===== src/design/gfg_pkg.sv =====
// ----------------------------------------------------------------------------
// gfg_pkg
// Shared constants, types and helpers for the grid field gradient block.
// ----------------------------------------------------------------------------
package gfg_pkg;

  localparam int GRID_DIM  = 65;
  localparam int CELLS     = GRID_DIM * GRID_DIM;
  localparam int ADDR_W    = $clog2(CELLS);
  localparam int IDX_W     = 7;
  localparam int DATA_W    = 32;
  localparam int DIFF_W    = DATA_W + 1;
  localparam int PROD_W    = 2 * DATA_W;
  localparam int FRAC      = 16;
  localparam int RMAG_W    = PROD_W - FRAC;
  localparam int S_W       = RMAG_W + 1;
  localparam int E_W       = S_W + 2;

  localparam int CQ_DEPTH  = 4;
  localparam int CQ_PTR_W  = $clog2(CQ_DEPTH);
  localparam int CQ_CNT_W  = $clog2(CQ_DEPTH + 1);
  localparam int OQ_DEPTH  = 8;
  localparam int OQ_PTR_W  = $clog2(OQ_DEPTH);
  localparam int OQ_CNT_W  = $clog2(OQ_DEPTH + 1);

  localparam logic [DATA_W-1:0] INV_RESET = DATA_W'(32768);

  typedef enum logic {
    OP_WRITE,
    OP_READ
  } op_t;

  typedef enum logic [1:0] {
    MODE_ZERO,
    MODE_INNER,
    MODE_EXT_X,
    MODE_EXT_Y
  } mode_t;

  typedef logic [ADDR_W-1:0] addr_t;

  typedef struct packed {
    op_t               op;
    mode_t             mode;
    addr_t [3:0]       addr;
    logic [DATA_W-1:0] wdata;
  } job_t;

  typedef struct packed {
    logic       vld;
    logic [1:0] step;
    mode_t      mode;
  } rtag_t;

  typedef struct packed {
    logic  vld;
    logic  sel;
    mode_t mode;
  } tok_t;

  typedef struct packed {
    logic [DATA_W-1:0] fx;
    logic [DATA_W-1:0] fy;
  } result_t;

  function automatic logic [DATA_W-1:0] sat32(input logic signed [E_W-1:0] v);
    logic fits;
    fits = (&v[E_W-1:DATA_W-1]) | ~(|v[E_W-1:DATA_W-1]);
    if (fits) begin
      sat32 = v[DATA_W-1:0];
    end else if (v[E_W-1]) begin
      sat32 = {1'b1, {(DATA_W-1){1'b0}}};
    end else begin
      sat32 = {1'b0, {(DATA_W-1){1'b1}}};
    end
  endfunction

endpackage


===== src/design/gfg_front.sv =====
// ----------------------------------------------------------------------------
// gfg_front
// Accepts commands, classifies the cell, works out the grid addresses and
// queues the resulting job for the back end.
// ----------------------------------------------------------------------------
module gfg_front (
  input  logic                             clk,
  input  logic                             rst_n,
  input  logic                             in_push,
  output logic                             in_full,
  input  logic                             in_cmd,
  input  logic [gfg_pkg::IDX_W-1:0]        in_row,
  input  logic [gfg_pkg::IDX_W-1:0]        in_col,
  input  logic signed [gfg_pkg::DATA_W-1:0] in_potential,
  output gfg_pkg::job_t                    job,
  output logic                             job_vld,
  input  logic                             job_pop
);

  localparam int D = gfg_pkg::GRID_DIM;

  logic                           on_grid;
  logic                           row_first, row_last, col_first, col_last;
  gfg_pkg::addr_t                 base;
  int                             off [4];
  gfg_pkg::job_t                  job_new;
  logic                           keep;
  logic                           push_acc;

  gfg_pkg::job_t                  q_r [gfg_pkg::CQ_DEPTH];
  logic [gfg_pkg::CQ_PTR_W-1:0]   wptr_r, wptr_nxt;
  logic [gfg_pkg::CQ_PTR_W-1:0]   rptr_r, rptr_nxt;
  logic [gfg_pkg::CQ_CNT_W-1:0]   cnt_r, cnt_nxt;

  always_comb begin
    on_grid   = (32'(in_row) < 32'(D)) && (32'(in_col) < 32'(D));
    row_first = in_row == '0;
    col_first = in_col == '0;
    row_last  = 32'(in_row) == 32'(D - 1);
    col_last  = 32'(in_col) == 32'(D - 1);
    base      = gfg_pkg::ADDR_W'(32'(in_row) * 32'(D) + 32'(in_col));

    job_new.op    = in_cmd ? gfg_pkg::OP_READ : gfg_pkg::OP_WRITE;
    job_new.wdata = in_potential;
    job_new.mode  = gfg_pkg::MODE_ZERO;
    off[0] = 0;
    off[1] = 0;
    off[2] = 0;
    off[3] = 0;

    if (!on_grid || ((row_first || row_last) && (col_first || col_last))) begin
      job_new.mode = gfg_pkg::MODE_ZERO;
    end else if (row_first) begin
      job_new.mode = gfg_pkg::MODE_EXT_Y;
      off[0] = 0;      off[1] = 2 * D;
      off[2] = D;      off[3] = 3 * D;
    end else if (row_last) begin
      job_new.mode = gfg_pkg::MODE_EXT_Y;
      off[0] = -2 * D; off[1] = 0;
      off[2] = -3 * D; off[3] = -D;
    end else if (col_first) begin
      job_new.mode = gfg_pkg::MODE_EXT_X;
      off[0] = 0;      off[1] = 2;
      off[2] = 1;      off[3] = 3;
    end else if (col_last) begin
      job_new.mode = gfg_pkg::MODE_EXT_X;
      off[0] = -2;     off[1] = 0;
      off[2] = -3;     off[3] = -1;
    end else begin
      job_new.mode = gfg_pkg::MODE_INNER;
      off[0] = -1;     off[1] = 1;
      off[2] = -D;     off[3] = D;
    end

    if (job_new.op == gfg_pkg::OP_WRITE) begin
      job_new.mode = gfg_pkg::MODE_ZERO;
      off[0] = 0;
    end

    for (int i = 0; i < 4; i++) begin
      job_new.addr[i] = gfg_pkg::ADDR_W'(int'(base) + off[i]);
    end
  end

  // drop writes outside the grid
  assign keep     = on_grid || (job_new.op == gfg_pkg::OP_READ);
  assign in_full  = cnt_r == gfg_pkg::CQ_CNT_W'(gfg_pkg::CQ_DEPTH);
  assign push_acc = in_push && !in_full && keep;

  always_comb begin
    wptr_nxt = wptr_r;
    rptr_nxt = rptr_r;
    cnt_nxt  = cnt_r;
    if (push_acc) begin
      wptr_nxt = wptr_r + 1'b1;
    end
    if (job_pop) begin
      rptr_nxt = rptr_r + 1'b1;
    end
    if (push_acc && !job_pop) begin
      cnt_nxt = cnt_r + 1'b1;
    end else if (!push_acc && job_pop) begin
      cnt_nxt = cnt_r - 1'b1;
    end
  end

  always_ff @(posedge clk) begin
    if (!rst_n) begin
      wptr_r <= '0;
      rptr_r <= '0;
      cnt_r  <= '0;
    end else begin
      wptr_r <= wptr_nxt;
      rptr_r <= rptr_nxt;
      cnt_r  <= cnt_nxt;
    end
  end

  always_ff @(posedge clk) begin
    if (push_acc) begin
      q_r[wptr_r] <= job_new;
    end
  end

  assign job     = q_r[rptr_r];
  assign job_vld = cnt_r != '0;

endmodule


===== config.mk =====
export PLATFORM = sky130hd
export DESIGN_NAME = gfg_front
export DESIGN_NICKNAME = d
export VERILOG_FILES = /design/src/design/gfg_pkg.sv /design/src/design/gfg_front.sv
export SDC_FILE = /design/constraint.sdc
export NUM_CORES = 1
export LEC_CHECK = 0
export ABC_AREA = 1
export BUFFER_PORTS_ARGS = -buffer_cell sky130_fd_sc_hd__buf_2
export CAP_MARGIN = 10
export CELL_PAD_IN_SITES_DETAIL_PLACEMENT = 0
export CELL_PAD_IN_SITES_GLOBAL_PLACEMENT = 1
export CORE_MARGIN = 2
export CORE_UTILIZATION = 45
export DETAILED_ROUTE_END_ITERATION = 10
export PLACE_DENSITY_LB_ADDON = 0.1
export RECOVER_POWER = 25
export SYNTH_ARGS = -nofsm -noshare
export SYNTH_HDL_FRONTEND = slang
export SYNTH_SLANG_ARGS = --single-unit
export TNS_END_PERCENT = 20

===== constraint.sdc =====
create_clock -name clk -period 16.7 [get_ports clk]
set_input_delay 3.34 -clock clk [delete_from_list [all_inputs] [get_ports clk]]
set_output_delay 3.34 -clock clk [all_outputs]
set_load 0.02 [all_outputs]

==> impl_metrics.ini <==
[power_and_ir_drop]
pwr-share-clk = 0.344
power.total_w = 0.002274
internal_power_w = 0.001646
ir_drop_mv = 0.07120
p_switching_w = 0.0006279
p_sw_frac = 0.2761
seqPwrFrac = 0.473
power_density_nw_per_um2 = 124.8
p_comb_frac = 0.183
leakage_nw = 6.824

[synthesis]
synth.avg_cell_area_um2 = 11.55
syn-cell-area_um2 = 15980
synth_top_area_cell = edfxtp_1
synth_flop_cell = edfxtp_1
yosysTopAreaCellShare = 0.6466
syn_inst = 1383
ys_ff_latch = 353
synth-edff-count = 344
synthesis.nets = 1497
ys_types = 38
synth_area_leaders = edfxtp_1 65%, o21ai_0 5.9%, nor2_1 5.4%, ha_1 4.5%, o22ai_1 3.4%
yosysWarnings = 0
yosysSeqAreaShare = 0.6578
async_reset_ff_frac = 0

[route]
initialDrtViolationCount = 491
drc = 0
routedWlPerCell_um = 18.50
ant_nets = 0
dr.pass1.iters = 4
viasPerCell = 5.292
drt_wl_total_um = 37060
vias = 10600

[timing]
finalCritPeriodShare = 0.4377
final.setup_skew_ns = 0.01304
timing.final.crit_period_ns = 7.310
worstMarginPinSlew_ns = 1.715
grt_setup_unrepaired = no
fmax_mhz = 136.8
setup_tns_ns = 0
setup_violations = 0
whs_ns = 0.4301
final_hold_viol_count = 0
drv_slew = 18
relSlewSlack = -0.1479

[global_route]
grt_pass1_wl_um = 56410
grt_pass1_vias = 10140
antenna_found_initial = 1
overflow = 0
grt_max_degree = 98
grt_usage = 0.1992

[clock_tree]
cts_buffers = 37
cts.clk_slew.worst_paths_ns = 0.06
cts_tree = yes
h-tree-depth = 2
cts_sinks = 353
insertion_delay_ns = 0.51
clk_path_buf_depth = 3
post_cts.repair.setup_buffers = 0
clockRootBuffer = clkbuf_16
cts_resized = 0
hold_buffers = 0

[die]
dieWidth_um = 192.4
die_area_um2 = 37030
core_area_um2 = 35220
start_util = 0.4536
fp.dieH_um = 192.4
num_io_pins = 140
num_rows = 69

[worst_setup_path]
path_class = in2reg
critPathMaxFanout = 50
cp-end-kind = flip-flop
critical_path_arrival_ns = 7.44
start_kind = input pin
cp_data_required_time_ns = 16.83

[hold_path]
hold_class = reg2reg

[cells_and_area]
utilization = 0.5174
layout.nets = 1629
nFillCells = 3238
postLayoutCellArea_um2 = 18230
area_growth_pct = 14.08
layout-drive-gt1-share = 0.1272

[placed_design]
dp_hpwl_um = 23330
portBuffers = 139
place_congestion = 0.8816
place_area_um2 = 17150

[flow_run]
cap_violations = 1

[outcome]
violations = capacitance limit, slew limit
status = finished, violations left
-- power groups by stage --
| stage | clock network [W] | logic [W] | registers [W] |
|---|---|---|---|
| after global placement | 0 | 0.000423 | 0.00109 |
| after detailed placement | 0 | 0.000425 | 0.00109 |
| after global routing | 0.000837 | 0.000465 | 0.00108 |
| after CTS | 0.000800 | 0.000427 | 0.00108 |
| after floorplan | 0 | 0.000280 | 0.00110 |
| final | 0.000781 | 0.000417 | 0.00108 |
-- area by class of cell --
type	count	area [um2]	area share
flip-flops and latches	353	10520	0.5769
repair buffers	152	747.0	0.04098
well taps	461	576.8	0.03165
clock buffers	47	983.4	0.05396
clock inverters	18	178.9	0.009817
diodes	1	2.502	0.0001373
inverters	86	326.6	0.01792
multi-input cells	885	4896	0.2686
-- cells in the mapped netlist (8+ instances only) --
cell type  number
nor2_2          8
ha_1           57
nand2_2        10
nand2_1       137
dfxtp_1         9
xor2_1         30
nor2_1        229
o21ai_0       187
o22ai_1        86
edfxtp_1      344
inv_1          85
nand4_1        14
a21oi_1        37
xnor2_1        12
clkbuf_1       52
nand3_1        39
-- metal layers --
| layer | vias to the layer above | track usage | wire, um |
|---|---|---|---|
| li1 | 5220 | - | - |
| met1 | 5120 | 0.2652 | 16520 |
| met2 | 208 | 0.3430 | 18100 |
| met3 | 51 | 0.02746 | 1662 |
| met4 | 0 | 0.05373 | 775 |
| met5 | - | 0 | 0 |
-- stage by stage --
stage | instances | setup WS, ns
6_report | 2003 | 9.390
5_1_grt | 2002 | 8.996
4_1_cts | 2002 | 10.01
3_5_place_dp | 1937 | 9.480
3_3_place_gp | 1937 | 9.547
2_1_floorplan | 1383 | 8.451
-- cell usage in the layout (no fill, tap or decap), types with 2 or more instances in the layout --
cell type	instances
a21boi_0	2
a21o_1	2
a21oi_1	37
buf_2	102
buf_4	13
bufinv_16	3
clkbuf_1	45
clkbuf_16	37
clkbuf_8	2
clkinv_1	4
clkinv_2	6
clkinvlp_4	3
dfxtp_1	7
edfxtp_1	344
fa_1	6
ha_1	57
inv_1	84
inv_6	2
nand2_1	140
nand2_2	8
nand3_1	41
nand3b_1	6
nand4_1	14
nor2_1	228
nor2_2	7
nor2_4	3
nor3_1	4
o21ai_0	188
o21ai_1	3
o221ai_1	2
o22ai_1	86
xnor2_1	12
xor2_1	30
xor2_2	2
-- critical path, stage by stage --
cell,delay [ns]
clkbuf_1,0.54
inv_1,0.29
nand2_1,0.26
nand2_1,0.07
nor2_1,0.13
inv_1,0.20
nor2_1,1.32
buf_4,0.52
buf_4,0.71
-- flip-flops by register name, indices dropped and copies added, names as in the netlist, named ones only --
name and cells:
cnt_r 3, q_r 344, rptr_r 2, wptr_r 2
-- worst paths after layout --
check,startpoint,endpoint,slack (ns),cells after the start
max reg2reg,cnt_r[0],q_r[0][42],12.86,6
min,rptr_r[1],flip-flop,0.43,1
min reg2reg,rptr_r[1],flip-flop,0.43,1
max,in_cmd,q_r[0][42],9.39,9
-- cell families (layout without fill, tap and decap cells) --
| kind of cell | count (synthesis) | after routing | synth area share |
|---|---|---|---|
| buf+inv | 145 | 303 | 0.03508 |
| xor+xnor | 44 | 44 | 0.02506 |
| compound gates | 324 | 324 | 0.1100 |
| flops | 353 | 353 | 0.6578 |
| simple gates | 454 | 454 | 0.1199 |
| fa+ha+maj | 63 | 63 | 0.05216 |
| other cells | 0 | 1 | 0 |
Note: power is estimated with default switching activity, not from simulation.
